--- src/hw/rtl/ctdc_pkg.sv ---
// ctdc_pkg: shared types, event codes, mode codes and segment tables
// for the countdown timer display controller; no dependencies
`timescale 1ns / 1ps

package ctdc_pkg;

    // event codes carried in func
    localparam logic [3:0] FuncTick      = 4'd0;
    localparam logic [3:0] FuncStartLow  = 4'd1;
    localparam logic [3:0] FuncStartHigh = 4'd2;
    localparam logic [3:0] FuncMode      = 4'd3;
    localparam logic [3:0] FuncUp        = 4'd4;
    localparam logic [3:0] FuncDown      = 4'd5;
    localparam logic [3:0] FuncUpRep     = 4'd6;
    localparam logic [3:0] FuncDownRep   = 4'd7;
    localparam logic [3:0] FuncLoad      = 4'd8;

    // operating modes
    localparam logic [1:0] ModeIdle = 2'd0;
    localparam logic [1:0] ModeRun  = 2'd1;
    localparam logic [1:0] ModeSet  = 2'd2;

    // display scan positions
    localparam logic [1:0] DigitHund  = 2'd0;
    localparam logic [1:0] DigitTens  = 2'd1;
    localparam logic [1:0] DigitUnits = 2'd2;

    // register indexes on the config port
    localparam logic RegCountInterval = 1'b0;
    localparam logic RegBlinkInterval = 1'b1;

    localparam logic [9:0]  MaxValue          = 10'd999;
    localparam logic [15:0] CountIntervalInit = 16'd95;
    localparam logic [15:0] BlinkIntervalInit = 16'd300;

    typedef struct packed {
        logic [3:0] func;
        logic [9:0] preset_in;
    } t_in_item;

    typedef struct packed {
        logic [7:0] port_a_out;
        logic [7:0] port_b_out;
        logic [7:0] port_c_out;
        logic [7:0] port_d_out;
        logic [7:0] port_d_dir;
        logic [1:0] mode_out;
        logic [9:0] count_out;
        logic       save_valid;
        logic [9:0] save_value;
    } t_out_item;

    typedef struct packed {
        logic [15:0] count_interval;
        logic [15:0] blink_interval;
    } t_cfg;

    // state needed to draw one display digit
    typedef struct packed {
        logic [9:0] count;
        logic [1:0] digit;
        logic       blink_on;
        logic       running;
    } t_scan_req;

    typedef struct packed {
        logic [7:0] a;
        logic [7:0] b;
        logic [7:0] c;
        logic [7:0] d;
        logic [7:0] dir;
    } t_port_bytes;

    // board segment tables, indexed by digit value
    function automatic logic [7:0] seg_tab_b(input logic [3:0] n);
        logic [7:0] v;
        case (n)
            4'd0: v = 8'hCF;
            4'd1, 4'd2, 4'd3, 4'd7: v = 8'h10;
            4'd5, 4'd6: v = 8'h20;
            default: v = 8'h00;
        endcase
        return v;
    endfunction

    function automatic logic [7:0] seg_tab_c(input logic [3:0] n);
        logic [7:0] v;
        case (n)
            4'd0: v = 8'h47;
            4'd1: v = 8'h78;
            4'd2: v = 8'hC0;
            4'd3: v = 8'h50;
            4'd4: v = 8'h78;
            4'd5: v = 8'h50;
            4'd6: v = 8'h40;
            4'd7: v = 8'h70;
            4'd8: v = 8'h40;
            4'd9: v = 8'h50;
            default: v = 8'h00;
        endcase
        return v;
    endfunction

    function automatic logic [7:0] seg_tab_d(input logic [3:0] n);
        logic [7:0] v;
        case (n)
            4'd0, 4'd1, 4'd7: v = 8'h04;
            default: v = 8'h00;
        endcase
        return v;
    endfunction

    function automatic logic [7:0] seg_tab_dir(input logic [3:0] n);
        logic [7:0] v;
        case (n)
            4'd0, 4'd1, 4'd7: v = 8'h42;
            4'd2, 4'd3, 4'd4, 4'd5, 4'd6, 4'd8, 4'd9: v = 8'h46;
            default: v = 8'h00;
        endcase
        return v;
    endfunction

endpackage

--- src/hw/rtl/ctdc_apb.sv ---
// ctdc_apb: apb-style register file for the count and blink intervals
// depends on ctdc_pkg
`timescale 1ns / 1ps

module ctdc_apb (
    input  logic                 i_clk,
    input  logic                 i_rst_n,
    input  logic                 psel,
    input  logic                 penable,
    input  logic                 pwrite,
    input  logic [2:0]           paddr,
    input  logic [31:0]          pwdata,
    output logic [31:0]          prdata,
    output logic                 pready,
    output ctdc_pkg::t_cfg       o_cfg
);
    import ctdc_pkg::*;

    logic [15:0] r_count_interval;
    logic [15:0] r_blink_interval;
    logic        wr_en;

    assign pready = 1'b1;
    assign wr_en  = psel & penable & pwrite & pready;

    // register writes, index from the word address
    always_ff @(posedge i_clk) begin
        if (!i_rst_n) begin
            r_count_interval <= CountIntervalInit;
            r_blink_interval <= BlinkIntervalInit;
        end else if (wr_en) begin
            unique case (paddr[2])
                RegCountInterval: r_count_interval <= pwdata[15:0];
                RegBlinkInterval: r_blink_interval <= pwdata[15:0];
                default: ;
            endcase
        end
    end

    // read back
    always_comb begin
        unique case (paddr[2])
            RegCountInterval: prdata = {16'd0, r_count_interval};
            RegBlinkInterval: prdata = {16'd0, r_blink_interval};
            default:          prdata = 32'd0;
        endcase
    end

    assign o_cfg.count_interval = r_count_interval;
    assign o_cfg.blink_interval = r_blink_interval;

endmodule

--- src/hw/rtl/ctdc_scan.sv ---
// ctdc_scan: splits the count into decimal digits and builds the five
// port bytes for the scanned digit; depends on ctdc_pkg
`timescale 1ns / 1ps

module ctdc_scan (
    input  ctdc_pkg::t_scan_req   i_req,
    output ctdc_pkg::t_port_bytes o_bytes
);
    import ctdc_pkg::*;

    logic [15:0] prod_h;
    logic [17:0] prod_t;
    logic [3:0]  hund;
    logic [6:0]  quot10;
    logic [6:0]  tens_w;
    logic [9:0]  units_w;
    logic [3:0]  digit_val;
    logic        sel1;
    logic        sel2;
    logic        sel3;
    logic        point;

    // reciprocal multiply: x*41>>12 = x/100 and x*205>>11 = x/10 for x <= 999
    assign prod_h  = 16'(i_req.count) * 16'd41;
    assign prod_t  = 18'(i_req.count) * 18'd205;
    assign hund    = prod_h[15:12];
    assign quot10  = prod_t[17:11];
    assign tens_w  = quot10 - 7'(hund) * 7'd10;
    assign units_w = i_req.count - 10'(quot10) * 10'd10;

    // digit select and point follow the blink flag
    always_comb begin
        sel1      = 1'b0;
        sel2      = 1'b0;
        sel3      = 1'b0;
        point     = 1'b0;
        digit_val = hund;
        unique case (i_req.digit)
            DigitTens: begin
                digit_val = tens_w[3:0];
                sel2      = i_req.blink_on;
                point     = i_req.blink_on;
            end
            DigitUnits: begin
                digit_val = units_w[3:0];
                sel3      = i_req.blink_on;
            end
            // unreachable fourth position shows the hundreds digit
            default: begin
                digit_val = hund;
                sel1      = i_req.blink_on;
            end
        endcase
    end

    // table lookup and bit merge
    assign o_bytes.a   = {5'd0, sel3, sel2, 1'b0};
    assign o_bytes.b   = seg_tab_b(digit_val);
    assign o_bytes.c   = seg_tab_c(digit_val) & ~{1'b0, point, 6'd0};
    assign o_bytes.d   = seg_tab_d(digit_val) | {1'b0, sel1, 4'd0, i_req.running, 1'b0};
    assign o_bytes.dir = seg_tab_dir(digit_val);

endmodule

--- src/hw/rtl/ctdc_ctrl.sv ---
// ctdc_ctrl: timer state, event handling and next result for one transaction
// depends on ctdc_pkg and ctdc_scan
`timescale 1ns / 1ps

module ctdc_ctrl (
    input  logic                 i_clk,
    input  logic                 i_rst_n,
    input  logic                 i_accept,
    input  ctdc_pkg::t_in_item   i_item,
    input  ctdc_pkg::t_cfg       i_cfg,
    output ctdc_pkg::t_out_item  o_result
);
    import ctdc_pkg::*;

    logic [1:0]  r_mode,        n_mode;
    logic        r_start_latch, n_start_latch;
    logic [9:0]  r_count,       n_count;
    logic [9:0]  r_preset,      n_preset;
    logic [15:0] r_tick_cnt,    n_tick_cnt;
    logic [15:0] r_blink_cnt,   n_blink_cnt;
    logic        r_blink_on,    n_blink_on;
    logic [1:0]  r_scan_digit,  n_scan_digit;
    t_port_bytes r_port_hold,   n_port_hold;

    t_scan_req   scan_req;
    t_port_bytes scan_bytes;
    logic [15:0] tick_inc;
    logic [15:0] blink_inc;
    logic [9:0]  preset_up;
    logic [9:0]  preset_down;
    logic [9:0]  load_val;
    logic        save;

    // digit drawing from the state before this event
    assign scan_req.count    = r_count;
    assign scan_req.digit    = r_scan_digit;
    assign scan_req.blink_on = r_blink_on;
    assign scan_req.running  = (r_mode == ModeRun);

    ctdc_scan u_scan (
        .i_req   (scan_req),
        .o_bytes (scan_bytes)
    );

    assign tick_inc    = r_tick_cnt + 16'd1;
    assign blink_inc   = r_blink_cnt + 16'd1;
    assign preset_up   = (r_preset >= MaxValue) ? 10'd0 : r_preset + 10'd1;
    assign preset_down = (r_preset == 10'd0 || r_preset > MaxValue) ? MaxValue
                                                                    : r_preset - 10'd1;
    assign load_val    = (i_item.preset_in > MaxValue) ? MaxValue : i_item.preset_in;

    // event decode and next state
    always_comb begin
        n_mode        = r_mode;
        n_start_latch = r_start_latch;
        n_count       = r_count;
        n_preset      = r_preset;
        n_tick_cnt    = r_tick_cnt;
        n_blink_cnt   = r_blink_cnt;
        n_blink_on    = r_blink_on;
        n_scan_digit  = r_scan_digit;
        n_port_hold   = r_port_hold;
        save          = 1'b0;
        case (i_item.func) inside
            FuncTick: begin
                n_tick_cnt   = tick_inc;
                n_blink_cnt  = blink_inc;
                n_port_hold  = scan_bytes;
                n_scan_digit = (r_scan_digit >= DigitUnits) ? DigitHund
                                                            : r_scan_digit + 2'd1;
                if (r_mode == ModeSet && blink_inc > i_cfg.blink_interval) begin
                    n_blink_cnt = 16'd0;
                    n_blink_on  = ~r_blink_on;
                end
                if (r_mode == ModeRun && tick_inc > i_cfg.count_interval) begin
                    n_tick_cnt = 16'd0;
                    if (r_count <= 10'd1) begin
                        n_count = r_preset;
                        n_mode  = ModeIdle;
                    end else begin
                        n_count = r_count - 10'd1;
                    end
                end
            end
            FuncStartLow: begin
                if (r_mode == ModeIdle && !r_start_latch) begin
                    n_mode        = ModeRun;
                    n_start_latch = 1'b1;
                end
            end
            FuncStartHigh: begin
                if (r_mode == ModeIdle) begin
                    n_start_latch = 1'b0;
                end
            end
            FuncMode: begin
                if (r_mode != ModeRun) begin
                    n_count = r_preset;
                    if (r_mode == ModeSet) begin
                        n_mode     = ModeIdle;
                        n_blink_on = 1'b1;
                    end else if (r_mode == ModeIdle) begin
                        n_mode = ModeSet;
                    end
                end
            end
            FuncUp, FuncUpRep: begin
                if (r_mode == ModeSet) begin
                    n_preset   = preset_up;
                    n_count    = preset_up;
                    n_blink_on = 1'b1;
                    save       = 1'b1;
                end
            end
            FuncDown, FuncDownRep: begin
                if (r_mode == ModeSet) begin
                    n_preset   = preset_down;
                    n_count    = preset_down;
                    n_blink_on = 1'b1;
                    save       = 1'b1;
                end
            end
            FuncLoad: begin
                n_preset = load_val;
                n_count  = load_val;
            end
            default: ;
        endcase
    end

    // state registers, updated once per transaction
    always_ff @(posedge i_clk) begin
        if (!i_rst_n) begin
            r_mode        <= ModeIdle;
            r_start_latch <= 1'b0;
            r_count       <= 10'd0;
            r_preset      <= 10'd0;
            r_tick_cnt    <= 16'd0;
            r_blink_cnt   <= 16'd0;
            r_blink_on    <= 1'b1;
            r_scan_digit  <= DigitHund;
            r_port_hold   <= '0;
        end else if (i_accept) begin
            r_mode        <= n_mode;
            r_start_latch <= n_start_latch;
            r_count       <= n_count;
            r_preset      <= n_preset;
            r_tick_cnt    <= n_tick_cnt;
            r_blink_cnt   <= n_blink_cnt;
            r_blink_on    <= n_blink_on;
            r_scan_digit  <= n_scan_digit;
            r_port_hold   <= n_port_hold;
        end
    end

    // result fields after the event
    assign o_result.port_a_out = n_port_hold.a;
    assign o_result.port_b_out = n_port_hold.b;
    assign o_result.port_c_out = n_port_hold.c;
    assign o_result.port_d_out = n_port_hold.d;
    assign o_result.port_d_dir = n_port_hold.dir;
    assign o_result.mode_out   = n_mode;
    assign o_result.count_out  = n_count;
    assign o_result.save_valid = save;
    assign o_result.save_value = save ? n_preset : 10'd0;

    // scan position wraps after the units digit
    a_scan_wrap: assert property (@(posedge i_clk) disable iff (!i_rst_n)
        (i_accept && i_item.func == FuncTick && r_scan_digit == DigitUnits)
        |=> (r_scan_digit == DigitHund))
        else $error("scan position did not wrap after units digit");

    // count and preset stay in display range
    a_count_range: assert property (@(posedge i_clk) disable iff (!i_rst_n)
        (r_count <= MaxValue) && (r_preset <= MaxValue))
        else $error("count or preset out of range");

    // an edit in setting mode leaves count equal to preset
    a_edit_follow: assert property (@(posedge i_clk) disable iff (!i_rst_n)
        (i_accept && save) |=> (r_count == r_preset && r_blink_on))
        else $error("count does not follow edited preset");

endmodule

--- src/hw/rtl/countdown_timer_display_controller_core.sv ---
// countdown_timer_display_controller_core: top level with event channel,
// result register and config port; depends on ctdc_pkg, ctdc_apb, ctdc_ctrl
// latency: a result is registered at the accepting edge and shown the next cycle
// throughput: one event per cycle when not stalled, set by the single result register and
//   the state update in ctdc_ctrl; input ready stays high while the result is taken
// reset (i_rst_n, synchronous, active low): idle mode, count and preset zero,
//   blink flag set, port bytes zero, intervals 95 and 300, no result pending
`timescale 1ns / 1ps

module countdown_timer_display_controller_core (
    input  logic                  i_clk,
    input  logic                  i_rst_n,
    input  logic                  i_in_valid,
    output logic                  o_in_ready,
    input  ctdc_pkg::t_in_item    i_in_item,
    output logic                  o_out_valid,
    input  logic                  i_out_ready,
    output ctdc_pkg::t_out_item   o_out_item,
    input  logic                  psel,
    input  logic                  penable,
    input  logic                  pwrite,
    input  logic [2:0]            paddr,
    input  logic [31:0]           pwdata,
    output logic [31:0]           prdata,
    output logic                  pready
);
    import ctdc_pkg::*;

    t_cfg      cfg;
    t_out_item result;
    logic      in_accept;
    logic      r_out_valid;
    t_out_item r_out_item;

    // accept when the result register is free or being emptied
    assign o_in_ready = ~r_out_valid | i_out_ready;
    assign in_accept  = i_in_valid & o_in_ready;

    ctdc_apb u_apb (
        .i_clk   (i_clk),
        .i_rst_n (i_rst_n),
        .psel    (psel),
        .penable (penable),
        .pwrite  (pwrite),
        .paddr   (paddr),
        .pwdata  (pwdata),
        .prdata  (prdata),
        .pready  (pready),
        .o_cfg   (cfg)
    );

    ctdc_ctrl u_ctrl (
        .i_clk    (i_clk),
        .i_rst_n  (i_rst_n),
        .i_accept (in_accept),
        .i_item   (i_in_item),
        .i_cfg    (cfg),
        .o_result (result)
    );

    // result register valid flag
    always_ff @(posedge i_clk) begin
        if (!i_rst_n) begin
            r_out_valid <= 1'b0;
        end else if (in_accept) begin
            r_out_valid <= 1'b1;
        end else if (i_out_ready) begin
            r_out_valid <= 1'b0;
        end
    end

    // result payload
    always_ff @(posedge i_clk) begin
        if (in_accept) begin
            r_out_item <= result;
        end
    end

    assign o_out_valid = r_out_valid;
    assign o_out_item  = r_out_item;

    // a save request only comes out of setting mode
    a_save_mode: assert property (@(posedge i_clk) disable iff (!i_rst_n)
        (o_out_valid && o_out_item.save_valid) |-> (o_out_item.mode_out == ModeSet))
        else $error("save request outside setting mode");

    // each accepted transaction leaves a pending result
    a_result_pending: assert property (@(posedge i_clk) disable iff (!i_rst_n)
        in_accept |=> o_out_valid)
        else $error("accepted transaction produced no result");

    // no save value without a save request
    a_save_zero: assert property (@(posedge i_clk) disable iff (!i_rst_n)
        (o_out_valid && !o_out_item.save_valid) |-> (o_out_item.save_value == 10'd0))
        else $error("save value set without save request");

endmodule

--- config.mk ---
export PLATFORM = sky130hd
export DESIGN_NAME = countdown_timer_display_controller_core
export DESIGN_NICKNAME = d
export VERILOG_FILES = /design/src/hw/rtl/ctdc_pkg.sv /design/src/hw/rtl/ctdc_apb.sv /design/src/hw/rtl/ctdc_scan.sv /design/src/hw/rtl/ctdc_ctrl.sv /design/src/hw/rtl/countdown_timer_display_controller_core.sv
export SDC_FILE = /design/constraint.sdc
export NUM_CORES = 1
export LEC_CHECK = 0
export BUFFER_PORTS_ARGS = -buffer_cell sky130_fd_sc_hd__buf_4
export CORE_AREA = 2 2 165 248
export DETAILED_ROUTE_END_ITERATION = 10
export DIE_AREA = 0 0 167 250
export PLACE_DENSITY_LB_ADDON = 0.15
export SLEW_MARGIN = 20
export SYNTH_ARGS = -nofsm -noshare
export SYNTH_HDL_FRONTEND = slang
export SYNTH_SLANG_ARGS = --single-unit
--- constraint.sdc ---
create_clock -name i_clk -period 6.4 [get_ports i_clk]
set_clock_uncertainty 0.2 [all_clocks]
set_input_delay 1.28 -clock i_clk [delete_from_list [all_inputs] [get_ports i_clk]]
set_output_delay 1.28 -clock i_clk [all_outputs]
set_load 0.05 [all_outputs]
# Yosys cells after proc, flatten, opt, wreduce, memory -nomap -nowiden
# Memories as Yosys holds them, arrays and structs flattened.
# Cells that the tools add are included.
totals:
  elab_cells: 172
  output_inout_bits: 98
  inputBits: 56
  n_memories: 2
  romBits: 176
  register_bits: 194
memory_table:
  columns: ["name", "words", "word_bits", "read_ports", "rd_ports_with_merged_regs", "write_ports", "line", "source"]
  rows:
  - ["(no name shown)", 16, 8, 1, 0, 0, "ctdc_pkg.sv:88", "case (n)"]
  - ["(no name shown)", 16, 3, 1, 0, 0, "ctdc_pkg.sv:115", "case (n)"]
classes:
  n_mul: 4
  n_eq_ne: 24
  magnitude_cmp: 7
  addsub: 8
  bitwise_logic: 11
  n_mux: 67
  reduce_logical: 24
op_table:
  columns: ["cell", "count"]
  rows:
  - ["$mux W10", 24]
  - ["$pmux W32 S2", 1]
  - ["$mux W40", 1]
  - ["$add A16 B1 Y16 const B", 2]
  - ["$gt A16 B16 Y1", 2]
  - ["$mux W16", 2]
  - ["$eq A4 B3 Y1 const B", 7]
  - ["$mux W1", 25]
  - ["$pmux W8 S3", 1]
  - ["$mux W2", 11]
  - ["$gt A10 B10 Y1 const B", 2]
  - ["$sub A10 B1 Y10 const B", 2]
  - ["$mul A10 B8 Y18 const B", 1]
  - ["$eq A4 B2 Y1 const B", 4]
  - ["$mul A10 B6 Y16 const B", 1]
  - ["$add A10 B1 Y10 const B", 1]
  - ["$ge A10 B10 Y1 const B", 1]
  - ["$le A10 B1 Y1 const B", 1]
  - ["$logic_not A10 Y1", 1]
  - ["$and A8 B8 Y8", 1]
  - ["$eq A4 B1 Y1 const B", 2]
  - ["$logic_not A4 Y1", 2]
  - ["$not A7 Y8", 1]
  - ["$or A8 B7 Y8", 1]
  - ["28 further kinds", 48]

# Longest topological paths before layout
depth:
  ltp_word: 10
  depth_mapped: 31
  depth_no_buf: 29

# Modules after synthesis
# Synthesis repeated with hierarchy kept, for this count alone.
hier_totals:
  cells_unflattened: 1754
  hier_area_um2: 14485.1
by_module_without_submodules:
  columns: ["module", "instances", "area_per_inst_um2", "seq_area_each_um2", "cells_each"]
  rows:
  - ["ctdc_ctrl", 1, 8139.1, 1961.9, 1209]
  - ["ctdc_scan", 1, 2753.9, 0.0, 309]
  - ["countdown_timer_display_controller_core", 1, 1949.4, 1911.8, 68]
  - ["ctdc_apb", 1, 1642.8, 640.6, 168]

# Least setup slack after synthesis
# OpenSTA, ideal clock, no wires.
synth_path:
  kind: "register to register"
  start: "register u_ctrl.r_count[6]"
  end: "register r_out_item, in the netlist o_out_item[33] (data pin)"
  slack_ns: 0.043
  synth_period_minus_slack_ns: 6.357
  t_arrival_ns: 5.898
  required_ns: 5.941
  setup_time_ns: 0.259
  stages_incl_launch_ff: 30
  n_path_buf: 2
  path_cell_list: "dfxtp_1 -> clkbuf_1 -> inv_1 -> ha_1 -> fa_1 -> fa_1 -> inv_1 -> fa_1 -> inv_1 -> ha_1 -> o21ai_0 -> o221ai_1 -> a21oi_1 -> inv_1 -> a21oi_1 -> xnor2_1 -> inv_1 -> ha_1 -> inv_1 -> fa_1 -> xnor2_1 -> xnor2_1 -> xnor2_1 -> and3_1 -> nor2_1 -> o21ai_1 -> a32oi_4 -> buf_4 -> nor3_1 -> a211o_1"
synth_rtl:
  columns: ["element", "line", "source"]
  rows:
  - ["start: declaration", "ctdc_ctrl.sv:17", "logic [9:0] r_count, n_count;"]
  - ["start signal: assignment", "ctdc_ctrl.sv:146", "r_count <= n_count;"]
  - ["end signal: assignment", "countdown_timer_display_controller_core.sv:75", "r_out_item <= result;"]
  - ["end: declaration", "countdown_timer_display_controller_core.sv:33", "t_out_item r_out_item;"]

==> out/qor.csv <==
stage;metric;value;unit
run_status;status;complete, no violations;
setup_path;worst setup path category;register to register;
detailed_routing;top layer in use;met4;
finish;ant diodes;0;
pwr;leakage power;6.892;nW
setup_path;FF-to-FF setup slack;270;ps
clock_tree;clock root cell;clkbuf_16;
finish;layout cells sized above 1;16.03;%
detailed_routing;mean routed wirelength per cell;18.06;um
placed_design;Post-DP Area;0.01490;sq mm
logic_synthesis;distinct cell type count after synthesis;76;
setup_path;Setup crit end kind;register;
global_route;pin count of the biggest net entering global routing;70;
detailed_routing;met2 WL;21140;um
setup_path;slowest CP cell;fa_1;
timing;min cycle time layout;6131;ps
finish;Layout area overhead;18.32;%
logic_synthesis;Async S/R FF share, synth;0;%
worst_hold_path;Hold Path Class;register to register;
timing;setup violators final;0;
detailed_routing;drt total wl;40140;um
pwr;switching power;0.001260;W
timing;setup_tns;0;ps
logic_synthesis;Yosys reg bits;194;
detailed_routing;met3 wire length;1344;um
setup_path;reg2reg end;o_out_item[25];
global_route;first-pass GRT wire length;62560;um
setup_path;Arr. time, crit path;6250;ps
global_route;Total GRT Usage;18.93;%
worst_hold_path;hold endpoint;u_apb.r_count_interval[8];
pwr;Pint;0.002251;W
floorplan;Die ar.;0.04175;sq mm
clock_tree;Post-CTS Hold Fix Bufs;0;
logic_synthesis;synth top area cells;dfxtp_1 20%, edfxtp_1 14%, ha_1 12%;
pwr;Clock Power Share;32.5;%
placed_design;GP Congestion;0.9023;
worst_hold_path;hold path start;u_apb.r_count_interval[8];
logic_synthesis;Synth top area share;19.67;%
detailed_routing;DRT Pass-1 Iters;5;
timing;measured slew at the worst slew-check pin;911.3;ps
floorplan;initial cell density of the core;33.55;%
clock_tree;Clock Latency Late Sink;480;ps
finish;layout filler cell count;4068;
job;max_cap viols;0;
worst_hold_path;Hold Path Depth;2;
timing;fin crit share;95.79;%
floorplan;Die X;167;um
clock_tree;Num CTS Buffers;17;
clock_tree;CTS Sinks;194;
logic_synthesis;Synth area leader;dfxtp_1;
floorplan;Die Y;250;um
finish;Design Area, Final;0.01578;sq mm
setup_path;critical path's top delay family;adder cells;
setup_path;WP data required;6520;ps
finish;Storage cell area;0.004526;sq mm
logic_synthesis;cells after synthesis;1595;
logic_synthesis;predominant post-synthesis flop cell;dfxtp_1;
setup_path;most frequent CP cell;inv_1;
logic_synthesis;EDFF count, synth;63;
detailed_routing;Via Count;11675;
finish;# nets final;1913;
timing;max-slew violation count;0;
floorplan;core area;0.03975;sq mm
timing;final hold viol count;0;
timing;fmax;163.1;MHz
detailed_routing;DRC violations left;0;
detailed_routing;post-route antenna net violation count;0;
pwr;Sequential Power Share;38.4;%
finish;commonest cells after routing, fill and taps aside;192 x nand2_1, 172 x buf_4, 129 x a21oi_1, 129 x inv_1, 126 x dfxtp_1;
pwr;IR drop worst, VDD;0.0001364;V
logic_synthesis;syn_area_per_cell;8.361;sq um
clock_tree;H-tree levels;4;
setup_path;CP startpoint kind;register;
floorplan;row cnt;90;
global_route;initial antenna violation count;0;
pwr;Combinational Power Share;29.1;%
setup_path;CP max FO;8;
logic_synthesis;sequential share of the synthesized area;33.85;%
pwr;pwr/cell area;222.5;mW/mm^2
finish;multi-input logic area;0.008120;sq mm
detailed_routing;M1 WL;16150;um
placed_design;Placed Cells;2186;
global_route;GRT Residual Overflow;0;
logic_synthesis;Cell Area, Synth;0.01334;sq mm
detailed_routing;vias per inst;5.254;
setup_path;RR Startpoint;u_ctrl.r_count[3];
setup_path;worst r2r path cells;27;
logic_synthesis;YS warnings;0;
timing;Rel. slew slack;39.25;%
clock_tree;clk buf depth;2;
global_route;vias in the first global route;11420;
finish;most common cell after layout, fill and taps aside;nand2_1;
clock_tree;Reg clk slew, reported paths;80;ps
detailed_routing;Initial DRC Count;568;
setup_path;Worst Path Buf+Inv;8;
floorplan;I/O Pins;154;
finish;fin cells;2222;
placed_design;HPWL after detailed placement;29360;um
setup_path;delay of the slowest critical-path stage;520;ps
placed_design;port buffer count;118;
pwr;Net Sw Frac;35.89;%
clock_tree;CTS tree;built;
-- cells by family (layout without fill, tap and decap cells) --
logic type	Yosys count	in the layout	synth area share, %
AOI/OAI and AO/OA	418	418	19.67
xor gates and xnor gates	59	59	4.034
adders and majority gates	154	154	15.74
buffers and inverters	238	344	7.253
DFF	194	194	33.85
muxes	9	9	0.7037
other	2	17	0.05632
and+or+nand+nor	521	521	18.69
-- power by group through the flow --
stage | logic, W | clock network (W) | registers [W]
final | 0.00102 | 0.00114 | 0.00135
after global routing | 0.00113 | 0.00122 | 0.00135
after CTS | 0.000978 | 0.00118 | 0.00135
after detailed placement | 0.000972 | 0 | 0.00138
after global placement | 0.000967 | 0 | 0.00138
after floorplan | 0.000602 | 0 | 0.00146
-- Yosys cell counts (all sizes together) (7+ instances only) --
cell type,number
inv,135
clkbuf,74
edfxtp,63
o21ai,117
nand3b,8
xnor2,36
nand3,61
nor2b,10
o21a,31
a21oi,134
nor2,104
dfxtp,131
nand2,193
ha,131
or3,7
a21o,19
o211ai,19
and2,37
buf,29
nand4,12
o22ai,12
nor3,22
fa,23
xor2,22
a211oi,9
o221ai,11
nand2b,11
and3,36
-- through the flow --
step | hold WS, ps | worst slack, ps | total power, W | util, %
floorplan | 236.3 | 42.88 | 0.002059 | -
global placement | 241.8 | -11.98 | 0.002342 | 37.47
detailed placement | 249.1 | -49.36 | 0.002347 | 37.47
CTS | 261.1 | 2.446 | 0.003503 | 39.02
global route | 276.0 | -13.34 | 0.003706 | 39.69
finish | 258.8 | 269.4 | 0.003510 | 39.69
-- worst max-delay path by stage --
stage,startpoint,end,depth (start not counted)
2_1_floorplan,u_ctrl.r_count[6],o_out_item[33],29
3_3_place_gp,u_ctrl.r_count[0],o_out_item[25],28
3_5_place_dp,u_ctrl.r_count[0],o_out_item[45],27
4_1_cts,u_ctrl.r_count[0],o_out_item[25],27
5_1_grt,u_ctrl.r_count[3],o_out_item[25],27
6_report,u_ctrl.r_count[3],o_out_item[25],27
-- tightest hold or removal path, delay by kind of cell (launching register included) --
family           cells  cell delay (ps)
AO/OA/AOI/OAI        1               50
flip-flops           1              310
AND/OR/NAND/NOR      1               50
-- sequential cells by signal, summed over array words and instances, names as in the netlist --
signal and flops:
u_ctrl.r_count 10, u_apb.r_count_interval 16, u_ctrl.r_preset 10, u_ctrl.r_tick_cnt 16
u_ctrl.r_mode 2, u_ctrl.r_blink_cnt 16, u_apb.r_blink_interval 16, u_ctrl.r_scan_digit 2
o_out_item 63, u_ctrl.r_blink_on 1, u_ctrl.r_port_hold 40, o_out_valid 1
u_ctrl.r_start_latch 1
-- final cells by class --
| class | count | area share, % |
|---|---|---|
| Multi-Input combinational cell | 1178 | 51.46 |
| Sequential cell | 194 | 28.68 |
| Timing Repair Buffer | 177 | 8.707 |
| Tap cell | 506 | 4.012 |
| Inverter | 135 | 3.235 |
| Clock buffer | 17 | 2.696 |
| Clock inverter | 15 | 1.205 |
-- timing repair --
item                       in CTS  in global routing
setup buffers                   0                  3
pin swaps                       1                 16
cloned                          0                  1
gates resized for setup         1                 41
setup endpoints to repair      28                 39
-- routing by layer --
metal	vias to the layer above	track usage [%]
li1	5754	-
met4	0	8.571
met5	-	0
met3	71	2.379
met1	5567	21.42
met2	283	35.07
Power figures use the tool's default switching activity.
